[config.mk]
export PLATFORM = sky130hd
export DESIGN_NAME = subresource_range_splitter
export DESIGN_NICKNAME = d
export VERILOG_FILES = /design/src/hw/rtl/srs_pkg.sv /design/src/hw/rtl/srs_fifo.sv /design/src/hw/rtl/srs_front.sv /design/src/hw/rtl/srs_back.sv /design/src/hw/rtl/subresource_range_splitter.sv
export SDC_FILE = /design/constraint.sdc
export NUM_CORES = 1
export LEC_CHECK = 0
export ABC_AREA = 1
export ABC_CLOCK_PERIOD_IN_PS = 5700
export CAP_MARGIN = 20
export CORE_ASPECT_RATIO = 1.25
export CORE_MARGIN = 2
export CORE_UTILIZATION = 58
export DETAILED_ROUTE_END_ITERATION = 7
export DONT_BUFFER_PORTS = 1
export GPL_ROUTABILITY_DRIVEN = 0
export GPL_TIMING_DRIVEN = 0
export HOLD_SLACK_MARGIN = 0.02
export PLACE_DENSITY = 0.85
export SKIP_LAST_GASP = 1
export SLEW_MARGIN = 20
export SYNTH_ARGS = -nofsm -noshare
export SYNTH_HDL_FRONTEND = slang
export SYNTH_SLANG_ARGS = --single-unit
[constraint.sdc]
create_clock -name i_clk -period 5.7 [get_ports i_clk]
set_input_delay 1.14 -clock i_clk [delete_from_list [all_inputs] [get_ports i_clk]]
set_output_delay 1.14 -clock i_clk [all_outputs]
set_load 0.005 [all_outputs]
[src/hw/rtl/srs_pkg.sv]
`timescale 1ns / 1ps

package srs_pkg;

    // Default limits of the layer and mip axes.
    localparam int SRS_MAX_LAYERS = 2048;
    localparam int SRS_MAX_MIPS   = 16;

    // Field widths of the input and result words.
    localparam int LAYER_BASE_W  = 11;
    localparam int LAYER_COUNT_W = 12;
    localparam int MIP_BASE_W    = 4;
    localparam int MIP_COUNT_W   = 5;

    // Depth of the job queue between the front and back ends.
    localparam int QUEUE_DEPTH = 2;

    // Piece slots of a job, in the order the pieces leave the block.
    localparam int SLOT_LEFT    = 0;  // layer band below the cutter
    localparam int SLOT_RIGHT   = 1;  // layer band above the cutter
    localparam int SLOT_WHOLE   = 2;  // remaining band, not inside the cutter's layers
    localparam int SLOT_MIP_LO  = 3;  // remaining band, mips below the cutter
    localparam int SLOT_MIP_HI  = 4;  // remaining band, mips above the cutter
    localparam int SLOT_MIP_MID = 5;  // remaining band, remaining mips
    localparam int SLOT_N       = 6;

    // One input word: the range to cut and the cutting range.
    typedef struct packed {
        logic [LAYER_BASE_W-1:0]  cut_layer_base;
        logic [LAYER_COUNT_W-1:0] cut_layer_count;
        logic [MIP_BASE_W-1:0]    cut_mip_base;
        logic [MIP_COUNT_W-1:0]   cut_mip_count;
        logic [LAYER_BASE_W-1:0]  with_layer_base;
        logic [LAYER_COUNT_W-1:0] with_layer_count;
        logic [MIP_BASE_W-1:0]    with_mip_base;
        logic [MIP_COUNT_W-1:0]   with_mip_count;
    } t_in_word;

    // One result word: a single piece of the range to cut.
    typedef struct packed {
        logic [LAYER_BASE_W-1:0]  piece_layer_base;
        logic [LAYER_COUNT_W-1:0] piece_layer_count;
        logic [MIP_BASE_W-1:0]    piece_mip_base;
        logic [MIP_COUNT_W-1:0]   piece_mip_count;
        logic                     inside_cutter;
        logic                     last_piece;
    } t_out_word;

    // Width of a queued job: six layer bounds, six mip bounds, the slot mask
    // and the inside flag of the innermost piece.
    function automatic int job_w(input int lw, input int mw);
        return 6 * lw + 6 * mw + SLOT_N + 1;
    endfunction

endpackage

[src/hw/rtl/srs_fifo.sv]
`timescale 1ns / 1ps

module srs_fifo #(
    parameter int WIDTH = 8,
    parameter int DEPTH = 2
) (
    input  logic             i_clk,
    input  logic             i_rst_n,
    input  logic             i_push,
    input  logic [WIDTH-1:0] i_wdata,
    output logic             o_full,
    input  logic             i_pop,
    output logic [WIDTH-1:0] o_rdata,
    output logic             o_empty
);

    localparam int PW = $clog2(DEPTH);
    localparam int CW = $clog2(DEPTH + 1);

    logic [WIDTH-1:0] r_mem [DEPTH];
    logic [PW-1:0]    r_wr_ptr, n_wr_ptr;
    logic [PW-1:0]    r_rd_ptr, n_rd_ptr;
    logic [CW-1:0]    r_count, n_count;

    assign o_full  = (r_count == CW'(DEPTH));
    assign o_empty = (r_count == '0);
    assign o_rdata = r_mem[r_rd_ptr];

    // Pointer and fill count update; pointers wrap at the queue depth.
    always_comb begin
        n_wr_ptr = r_wr_ptr;
        n_rd_ptr = r_rd_ptr;
        n_count  = r_count;
        if (i_push) begin
            n_wr_ptr = (r_wr_ptr == PW'(DEPTH - 1)) ? '0 : r_wr_ptr + PW'(1);
        end
        if (i_pop) begin
            n_rd_ptr = (r_rd_ptr == PW'(DEPTH - 1)) ? '0 : r_rd_ptr + PW'(1);
        end
        if (i_push && !i_pop) begin
            n_count = r_count + CW'(1);
        end else if (i_pop && !i_push) begin
            n_count = r_count - CW'(1);
        end
    end

    always_ff @(posedge i_clk) begin
        if (!i_rst_n) begin
            r_wr_ptr <= '0;
            r_rd_ptr <= '0;
            r_count  <= '0;
        end else begin
            r_wr_ptr <= n_wr_ptr;
            r_rd_ptr <= n_rd_ptr;
            r_count  <= n_count;
        end
    end

    // Storage of the queued words.
    always_ff @(posedge i_clk) begin
        if (i_push) begin
            r_mem[r_wr_ptr] <= i_wdata;
        end
    end

endmodule

[src/hw/rtl/srs_front.sv]
`timescale 1ns / 1ps

module srs_front
    import srs_pkg::*;
#(
    parameter int MAX_LAYERS = SRS_MAX_LAYERS,
    parameter int MAX_MIPS   = SRS_MAX_MIPS,
    parameter int JOB_W      = job_w($clog2(SRS_MAX_LAYERS + 1), $clog2(SRS_MAX_MIPS + 1))
) (
    input  logic             i_clk,
    input  logic             i_rst_n,
    input  logic             i_in_valid,
    output logic             o_in_ready,
    input  t_in_word         i_in_word,
    output logic             o_push,
    output logic [JOB_W-1:0] o_job,
    input  logic             i_full
);

    localparam int LW  = $clog2(MAX_LAYERS + 1);
    localparam int MW  = $clog2(MAX_MIPS + 1);
    localparam int ALW = ((LW > LAYER_COUNT_W) ? LW : LAYER_COUNT_W) + 1;
    localparam int AMW = ((MW > MIP_COUNT_W) ? MW : MIP_COUNT_W) + 1;

    typedef struct packed {
        logic [LW-1:0] lo;
        logic [LW-1:0] hi;
    } t_lspan;

    typedef struct packed {
        logic [MW-1:0] lo;
        logic [MW-1:0] hi;
    } t_mspan;

    typedef struct packed {
        t_lspan            cl;
        t_lspan            wl;
        t_lspan            mid;
        t_mspan            cm;
        t_mspan            wm;
        t_mspan            mmid;
        logic [SLOT_N-1:0] mask;
        logic              mmid_in;
    } t_job;

    // A zero count counts as one; the base is held below the limit and the
    // end saturates at the limit.
    function automatic t_lspan make_lspan(input logic [LAYER_BASE_W-1:0]  base,
                                          input logic [LAYER_COUNT_W-1:0] count);
        logic [ALW-1:0] b;
        logic [ALW-1:0] c;
        logic [ALW-1:0] e;
        t_lspan         s;
        b = ALW'(base);
        c = (count == '0) ? ALW'(1) : ALW'(count);
        if (b >= ALW'(MAX_LAYERS)) begin
            b = ALW'(MAX_LAYERS - 1);
        end
        e = b + c;
        if (e > ALW'(MAX_LAYERS)) begin
            e = ALW'(MAX_LAYERS);
        end
        s.lo = b[LW-1:0];
        s.hi = e[LW-1:0];
        return s;
    endfunction

    function automatic t_mspan make_mspan(input logic [MIP_BASE_W-1:0]  base,
                                          input logic [MIP_COUNT_W-1:0] count);
        logic [AMW-1:0] b;
        logic [AMW-1:0] c;
        logic [AMW-1:0] e;
        t_mspan         s;
        b = AMW'(base);
        c = (count == '0) ? AMW'(1) : AMW'(count);
        if (b >= AMW'(MAX_MIPS)) begin
            b = AMW'(MAX_MIPS - 1);
        end
        e = b + c;
        if (e > AMW'(MAX_MIPS)) begin
            e = AMW'(MAX_MIPS);
        end
        s.lo = b[MW-1:0];
        s.hi = e[MW-1:0];
        return s;
    endfunction

    logic   r_s1_valid, n_s1_valid;
    t_lspan r_cl, r_wl;
    t_mspan r_cm, r_wm;
    logic   w_accept;
    logic   w_left, w_right, w_mid_in;
    logic   w_mleft, w_mright;
    t_job   w_job;

    // The first stage frees up whenever its word moves into the queue.
    assign o_in_ready = !r_s1_valid || !i_full;
    assign w_accept   = i_in_valid && o_in_ready;
    assign o_push     = r_s1_valid && !i_full;

    always_comb begin
        n_s1_valid = r_s1_valid;
        if (w_accept) begin
            n_s1_valid = 1'b1;
        end else if (o_push) begin
            n_s1_valid = 1'b0;
        end
    end

    always_ff @(posedge i_clk) begin
        if (!i_rst_n) begin
            r_s1_valid <= 1'b0;
        end else begin
            r_s1_valid <= n_s1_valid;
        end
    end

    // Clamped spans of both ranges, captured on acceptance.
    always_ff @(posedge i_clk) begin
        if (w_accept) begin
            r_cl <= make_lspan(i_in_word.cut_layer_base, i_in_word.cut_layer_count);
            r_wl <= make_lspan(i_in_word.with_layer_base, i_in_word.with_layer_count);
            r_cm <= make_mspan(i_in_word.cut_mip_base, i_in_word.cut_mip_count);
            r_wm <= make_mspan(i_in_word.with_mip_base, i_in_word.with_mip_count);
        end
    end

    // Classification: which cutter edges fall strictly inside the range on
    // each axis, and where the remaining band and mip span lie.
    always_comb begin
        w_left   = (r_wl.lo > r_cl.lo) && (r_wl.lo < r_cl.hi);
        w_right  = (r_wl.hi > r_cl.lo) && (r_wl.hi < r_cl.hi);
        w_mleft  = (r_wm.lo > r_cm.lo) && (r_wm.lo < r_cm.hi);
        w_mright = (r_wm.hi > r_cm.lo) && (r_wm.hi < r_cm.hi);

        w_job.cl     = r_cl;
        w_job.wl     = r_wl;
        w_job.cm     = r_cm;
        w_job.wm     = r_wm;
        w_job.mid.lo = w_left  ? r_wl.lo : r_cl.lo;
        w_job.mid.hi = w_right ? r_wl.hi : r_cl.hi;
        w_job.mmid.lo = w_mleft  ? r_wm.lo : r_cm.lo;
        w_job.mmid.hi = w_mright ? r_wm.hi : r_cm.hi;

        w_mid_in      = (w_job.mid.lo >= r_wl.lo) && (w_job.mid.hi <= r_wl.hi);
        w_job.mmid_in = (w_job.mmid.lo >= r_wm.lo) && (w_job.mmid.hi <= r_wm.hi);

        w_job.mask               = '0;
        w_job.mask[SLOT_LEFT]    = w_left;
        w_job.mask[SLOT_RIGHT]   = w_right;
        w_job.mask[SLOT_WHOLE]   = !w_mid_in;
        w_job.mask[SLOT_MIP_LO]  = w_mid_in && w_mleft;
        w_job.mask[SLOT_MIP_HI]  = w_mid_in && w_mright;
        w_job.mask[SLOT_MIP_MID] = w_mid_in;
    end

    assign o_job = w_job;

endmodule

[src/hw/rtl/srs_back.sv]
`timescale 1ns / 1ps

module srs_back
    import srs_pkg::*;
#(
    parameter int MAX_LAYERS = SRS_MAX_LAYERS,
    parameter int MAX_MIPS   = SRS_MAX_MIPS,
    parameter int JOB_W      = job_w($clog2(SRS_MAX_LAYERS + 1), $clog2(SRS_MAX_MIPS + 1))
) (
    input  logic             i_clk,
    input  logic             i_rst_n,
    input  logic             i_job_valid,
    input  logic [JOB_W-1:0] i_job,
    output logic             o_pop,
    output logic             o_out_valid,
    input  logic             i_out_ready,
    output t_out_word        o_out_word
);

    localparam int LW  = $clog2(MAX_LAYERS + 1);
    localparam int MW  = $clog2(MAX_MIPS + 1);
    localparam int LXW = (LW > LAYER_COUNT_W) ? LW : LAYER_COUNT_W;
    localparam int MXW = (MW > MIP_COUNT_W) ? MW : MIP_COUNT_W;

    typedef struct packed {
        logic [LW-1:0] lo;
        logic [LW-1:0] hi;
    } t_lspan;

    typedef struct packed {
        logic [MW-1:0] lo;
        logic [MW-1:0] hi;
    } t_mspan;

    typedef struct packed {
        t_lspan            cl;
        t_lspan            wl;
        t_lspan            mid;
        t_mspan            cm;
        t_mspan            wm;
        t_mspan            mmid;
        logic [SLOT_N-1:0] mask;
        logic              mmid_in;
    } t_job;

    t_job              w_in_job;
    t_job              r_job, n_job;
    logic [SLOT_N-1:0] r_mask, n_mask;
    logic [SLOT_N-1:0] w_sel, w_mask_after;
    logic              r_out_valid, n_out_valid;
    t_out_word         r_out, n_out;
    logic              w_can_emit, w_emit;
    t_lspan            w_lay;
    t_mspan            w_mip;
    logic              w_inside;
    logic [LW-1:0]     w_lcount;
    logic [MW-1:0]     w_mcount;
    logic [LXW-1:0]    w_lbase_x, w_lcount_x;
    logic [MXW-1:0]    w_mbase_x, w_mcount_x;

    assign w_in_job = t_job'(i_job);

    // The lowest pending slot is the next piece to leave.
    assign w_sel        = r_mask & (~r_mask + SLOT_N'(1));
    assign w_mask_after = r_mask & ~w_sel;
    assign w_can_emit   = !r_out_valid || i_out_ready;
    assign w_emit       = (r_mask != '0) && w_can_emit;

    // Take the next job as the current one runs out, so jobs follow with no gap.
    assign o_pop = i_job_valid && ((r_mask == '0) || (w_emit && (w_mask_after == '0)));

    // Bounds of the piece in the selected slot.
    always_comb begin
        w_lay    = r_job.mid;
        w_mip    = r_job.cm;
        w_inside = 1'b0;
        priority if (r_mask[SLOT_LEFT]) begin
            w_lay.lo = r_job.cl.lo;
            w_lay.hi = r_job.wl.lo;
        end else if (r_mask[SLOT_RIGHT]) begin
            w_lay.lo = r_job.wl.hi;
            w_lay.hi = r_job.cl.hi;
        end else if (r_mask[SLOT_WHOLE]) begin
            w_lay = r_job.mid;
        end else if (r_mask[SLOT_MIP_LO]) begin
            w_mip.lo = r_job.cm.lo;
            w_mip.hi = r_job.wm.lo;
        end else if (r_mask[SLOT_MIP_HI]) begin
            w_mip.lo = r_job.wm.hi;
            w_mip.hi = r_job.cm.hi;
        end else begin
            w_mip    = r_job.mmid;
            w_inside = r_job.mmid_in;
        end
    end

    // Counts from the bounds, then fitted to the result field widths.
    always_comb begin
        w_lcount   = w_lay.hi - w_lay.lo;
        w_mcount   = w_mip.hi - w_mip.lo;
        w_lbase_x  = LXW'(w_lay.lo);
        w_lcount_x = LXW'(w_lcount);
        w_mbase_x  = MXW'(w_mip.lo);
        w_mcount_x = MXW'(w_mcount);
    end

    // Job, slot mask and output register updates.
    always_comb begin
        n_job       = r_job;
        n_mask      = r_mask;
        n_out       = r_out;
        n_out_valid = r_out_valid;
        if (w_emit) begin
            n_mask                    = w_mask_after;
            n_out.piece_layer_base    = w_lbase_x[LAYER_BASE_W-1:0];
            n_out.piece_layer_count   = w_lcount_x[LAYER_COUNT_W-1:0];
            n_out.piece_mip_base      = w_mbase_x[MIP_BASE_W-1:0];
            n_out.piece_mip_count     = w_mcount_x[MIP_COUNT_W-1:0];
            n_out.inside_cutter       = w_inside;
            n_out.last_piece          = (w_mask_after == '0);
            n_out_valid               = 1'b1;
        end else if (i_out_ready) begin
            n_out_valid = 1'b0;
        end
        if (o_pop) begin
            n_job  = w_in_job;
            n_mask = w_in_job.mask;
        end
    end

    always_ff @(posedge i_clk) begin
        if (!i_rst_n) begin
            r_mask      <= '0;
            r_out_valid <= 1'b0;
        end else begin
            r_mask      <= n_mask;
            r_out_valid <= n_out_valid;
        end
    end

    always_ff @(posedge i_clk) begin
        r_job <= n_job;
        r_out <= n_out;
    end

    assign o_out_valid = r_out_valid;
    assign o_out_word  = r_out;

endmodule

[src/hw/rtl/subresource_range_splitter.sv]
`timescale 1ns / 1ps

// Cuts a layer-by-mip range against a cutting range and sends out the one to
// five pieces that partition it: the layer band below the cutter, the band
// above it, then the remaining band, which is split along mips in the same
// order when it lies within the cutter's layers. Each piece carries an
// inside-cutter flag, and the final piece of an input word carries last_piece.
// The output channel moves one piece per cycle while i_out_ready is high, so
// an input word holds it for its one to five pieces; this single output
// register is what sets the sustained rate. The front end clamps each accepted
// word into a register and classifies it on its way into a small job queue, so
// the front keeps accepting words while the back end drains pieces until the
// queue fills. An accepted word passes the input register, the job queue, the
// job register and the output register on its way to its first piece.
module subresource_range_splitter
    import srs_pkg::*;
#(
    parameter int MAX_LAYERS = SRS_MAX_LAYERS,
    parameter int MAX_MIPS   = SRS_MAX_MIPS
) (
    input  logic      i_clk,
    input  logic      i_rst_n,
    input  logic      i_in_valid,
    output logic      o_in_ready,
    input  t_in_word  i_in_word,
    output logic      o_out_valid,
    input  logic      i_out_ready,
    output t_out_word o_out_word
);

    localparam int JOB_W = job_w($clog2(MAX_LAYERS + 1), $clog2(MAX_MIPS + 1));

    logic             w_push, w_full, w_pop, w_empty;
    logic [JOB_W-1:0] w_wjob, w_rjob;

    // Front end: clamps and classifies each word into a job.
    srs_front #(
        .MAX_LAYERS (MAX_LAYERS),
        .MAX_MIPS   (MAX_MIPS),
        .JOB_W      (JOB_W)
    ) u_front (
        .i_clk      (i_clk),
        .i_rst_n    (i_rst_n),
        .i_in_valid (i_in_valid),
        .o_in_ready (o_in_ready),
        .i_in_word  (i_in_word),
        .o_push     (w_push),
        .o_job      (w_wjob),
        .i_full     (w_full)
    );

    // Job queue between the two ends.
    srs_fifo #(
        .WIDTH (JOB_W),
        .DEPTH (QUEUE_DEPTH)
    ) u_queue (
        .i_clk   (i_clk),
        .i_rst_n (i_rst_n),
        .i_push  (w_push),
        .i_wdata (w_wjob),
        .o_full  (w_full),
        .i_pop   (w_pop),
        .o_rdata (w_rjob),
        .o_empty (w_empty)
    );

    // Back end: walks each job's pieces out through the output register.
    srs_back #(
        .MAX_LAYERS (MAX_LAYERS),
        .MAX_MIPS   (MAX_MIPS),
        .JOB_W      (JOB_W)
    ) u_back (
        .i_clk       (i_clk),
        .i_rst_n     (i_rst_n),
        .i_job_valid (!w_empty),
        .i_job       (w_rjob),
        .o_pop       (w_pop),
        .o_out_valid (o_out_valid),
        .i_out_ready (i_out_ready),
        .o_out_word  (o_out_word)
    );

    // Only the innermost piece can lie inside the cutter, and it always comes last.
    a_inside_is_last: assert property (@(posedge i_clk) disable iff (!i_rst_n)
        o_out_valid && o_out_word.inside_cutter |-> o_out_word.last_piece)
        else $error("inside_cutter set on a piece that is not the last one");

    // Reset leaves no word on the output.
    a_reset_clears_out: assert property (@(posedge i_clk)
        !i_rst_n |=> !o_out_valid)
        else $error("output valid after reset");

    // The back end takes a job only when the queue holds one.
    a_pop_not_empty: assert property (@(posedge i_clk) disable iff (!i_rst_n)
        w_pop |-> !w_empty)
        else $error("job taken from an empty queue");

    // The front end never writes into a full queue.
    a_push_not_full: assert property (@(posedge i_clk) disable iff (!i_rst_n)
        w_push && !w_pop |-> !w_full)
        else $error("job written into a full queue");

endmodule
==> run summary <==
Outcome: finished clean
Critical Path End Type: flip-flop
Tot GR Track Use: 24.64%
Static Leak: 0.008845 uW
Layout cell share with drive strength beyond 1: 12.48%
Initial Util: 58.43%
Max Root-Sink Buffers: 3
Skew-Pair Late Insertion Delay: 0.55 ns
Root Buffer Master: clkbuf_16
Clock slew at reported path FFs: 0.06 ns
Largest net degree at the start of global routing: 73
Post-CTS setup buffers: 0
Mapped cell area: 20000 um2
# hold bufs at CTS: 0
Clk sinks: 414
DP Cell Count: 2116
Total CTS buffers: 39
Design area: 22050 um2
Final setup vio count: 0
WS Path Type: flip-flop to flip-flop
DIE AREA: 36000 um2
Slew Limit Fails: 0
IO buf count: 0
Max Cap Violations: 0
Worst Path Arrival: 4.51 ns
Vias: 12960
Final std cells w/o fill: 2184
Synth cell count leaders: edfxtp_1 (401), nand2_1 (275), inv_1 (212)
Synth async-reset ratio: 0%
Achievable Freq: 235.8 MHz
Minimum clock period: 4.241 ns
Remaining global-route overflow: 0
Post-synth top area cell: edfxtp_1
Antenna diode count: 0
#FFs+latches synth: 414
PwrDens: 522.6 nW/um2
First-pass GRT wire length: 68.08 mm
IO Count: 104
Synth top area share: 60.20%
Final setup TNS: 0 ns
Vias in the first global route: 13271
DR WL/cell: 19.87 um
Element type at the critical path start: flip-flop
Placed cell area: 20790 um2
Most common cell in the synthesized netlist: edfxtp_1
TritonCTS clock tree: built
Initial DRC Count: 1318
NumNets Final: 1938
Core area: 34230 um2
Cells after Synth: 1678
Unrepaired setup endpoints after global routing: false
Ys flop type: edfxtp_1
Drt first pass iters: 5
Syn_nets: 1888
Avg Cell Area, Syn: 11.92 um2
Final ANT Viol Nets: 0
Worst vdd ir: 388.7 uV
Layout Area Growth over Synthesis: 10.22%
Worst reg-to-reg setup slack: 1.46 ns
Cell Rows: 76
Final period util: 74.41%
Post-synthesis sequential area ratio: 61.50%
Final wirelength: 43.39 mm
Number of flops mapped to enable cells by yosys: 401
Detail-routed via count per cell: 5.934
Synth cell types: 51
HP Class: flip-flop to flip-flop
Antenna violations before repair: 0
Die Y: 211.6 um
Setup Skew: 0.02437 ns
DP Wirelength: 31.35 mm
Die width: 170.1 um
# resized after CTS: 0
Critical Path RT: 5.97 ns
Ys Warns: 0
Rel. slew slack: 45.64%
CP Max Fanout: 10
Ranking of synthesized cells by area: edfxtp_1 (60%), ha_1 (8.5%), mux2_2 (5.8%)
H-tree Lvls: 2
Util after Layout: 64.40%
Fin. Hold Viols: 0
Residual DRC: 0
Worst-Margin Slew: 0.8068 ns
==> final cells by class <==
class                   instances  area, um2
plain buffers                  52      216.5
clock buffers                  49       1056
clock inverters                19      197.7
fillers                      2319      12190
inverters                     217      822.0
multi-input cells             995       6684
flip-flops and latches        414      12300
well taps                     429      536.8
repair buffers                  9      232.7
==> path summary, 6_finish.rpt <==
check                                   startpoint                    to  cells after the start
worst min-delay path             u_front.o_job[27]  u_queue.r_mem[1][25]                      0
worst max-delay path            u_front.o_job[107]   u_queue.r_mem[1][5]                     16
worst min register to register   u_front.o_job[27]  u_queue.r_mem[1][25]                      0
worst max register to register  u_front.o_job[107]   u_queue.r_mem[1][5]                     16
==> routing by layer <==
metal	vias up	global-route usage [%]	part of all wire [%]
li1	6007	-	-
met2	621	42.61	50
met3	140	4.262	7.4
met4	0	12.38	4.5
met1	6192	29.76	38
met5	-	0	0
==> state kept, by name, indices dropped and copies added (netlist names), named ones only <==
| signal | flops |
|---|---|
| u_back.r_job | 97 |
| u_back.r_mask | 6 |
| u_front.r_s1_valid | 1 |
| u_queue.r_mem | 206 |
| u_queue.r_count | 2 |
| u_front.o_job | 64 |
| u_queue.r_wr_ptr | 1 |
| u_back.o_out_word | 34 |
| u_back.o_out_valid | 1 |
| u_queue.r_rd_ptr | 1 |
==> layout by cell type, fill, tap and decap left out, types with 7 or more instances in the layout <==
master / count
edfxtp_1: 401
nand2_1: 275
inv_1: 210
ha_1: 136
a21oi_1: 109
mux2_2: 103
o21ai_0: 90
nor2_1: 74
nand3_1: 49
clkbuf_1: 44
clkbuf_16: 41
nand4_1: 21
o211ai_1: 17
or2_2: 15
buf_2: 13
dfxtp_1: 13
xnor2_1: 12
xor2_1: 11
nand3b_1: 7
buf_16: 7
==> through the flow <==
step	setup WS, ns	hold slack (ns)	total power, uW
2_1_floorplan	0.3128	0.4450	7769
3_3_place_gp	-1.959	0.4539	8667
3_5_place_dp	1.652	0.4689	8959
4_1_cts	1.636	0.4947	11550
5_1_grt	1.363	0.5172	12200
6_report	1.459	0.4954	11520
==> cell families (layout without fill, tap and decap cells) <==
family                     count (synthesis)  in the layout  share of synthesized area (%)
adders and majority gates                142            142                          9.107
buffers and inverters                    269            346                          5.160
muxes                                    103            103                          5.798
and+or+nand+nor                          470            470                          10.23
DFF                                      414            414                          61.50
xor gates and xnor gates                  23             23                          1.007
AOI/OAI and AO/OA                        257            257                          7.200
==> worst max-delay path: stages, from the launching register on <==
cell and delay [ns]:
edfxtp_1 0.55, inv_1 0.12, ha_1 0.32, nand2_1 0.09
nor2_1 0.18, nand4_1 0.22, o211ai_1 0.17, nor2_1 0.10
nand3_1 0.20, clkbuf_1 0.40, o21ai_0 0.29, ha_1 0.37
a21o_1 0.19, a21oi_1 0.16, nand4_1 0.21, nand2_1 0.31
nor2_1 0.09
==> power breakdown <==
part           total [uW]  switching [uW]  internal (uW)
clock network        2560            1060           1490
logic                4020            2580           1440
registers            4950             337           4610
Note: power is estimated with default switching activity, not from simulation.
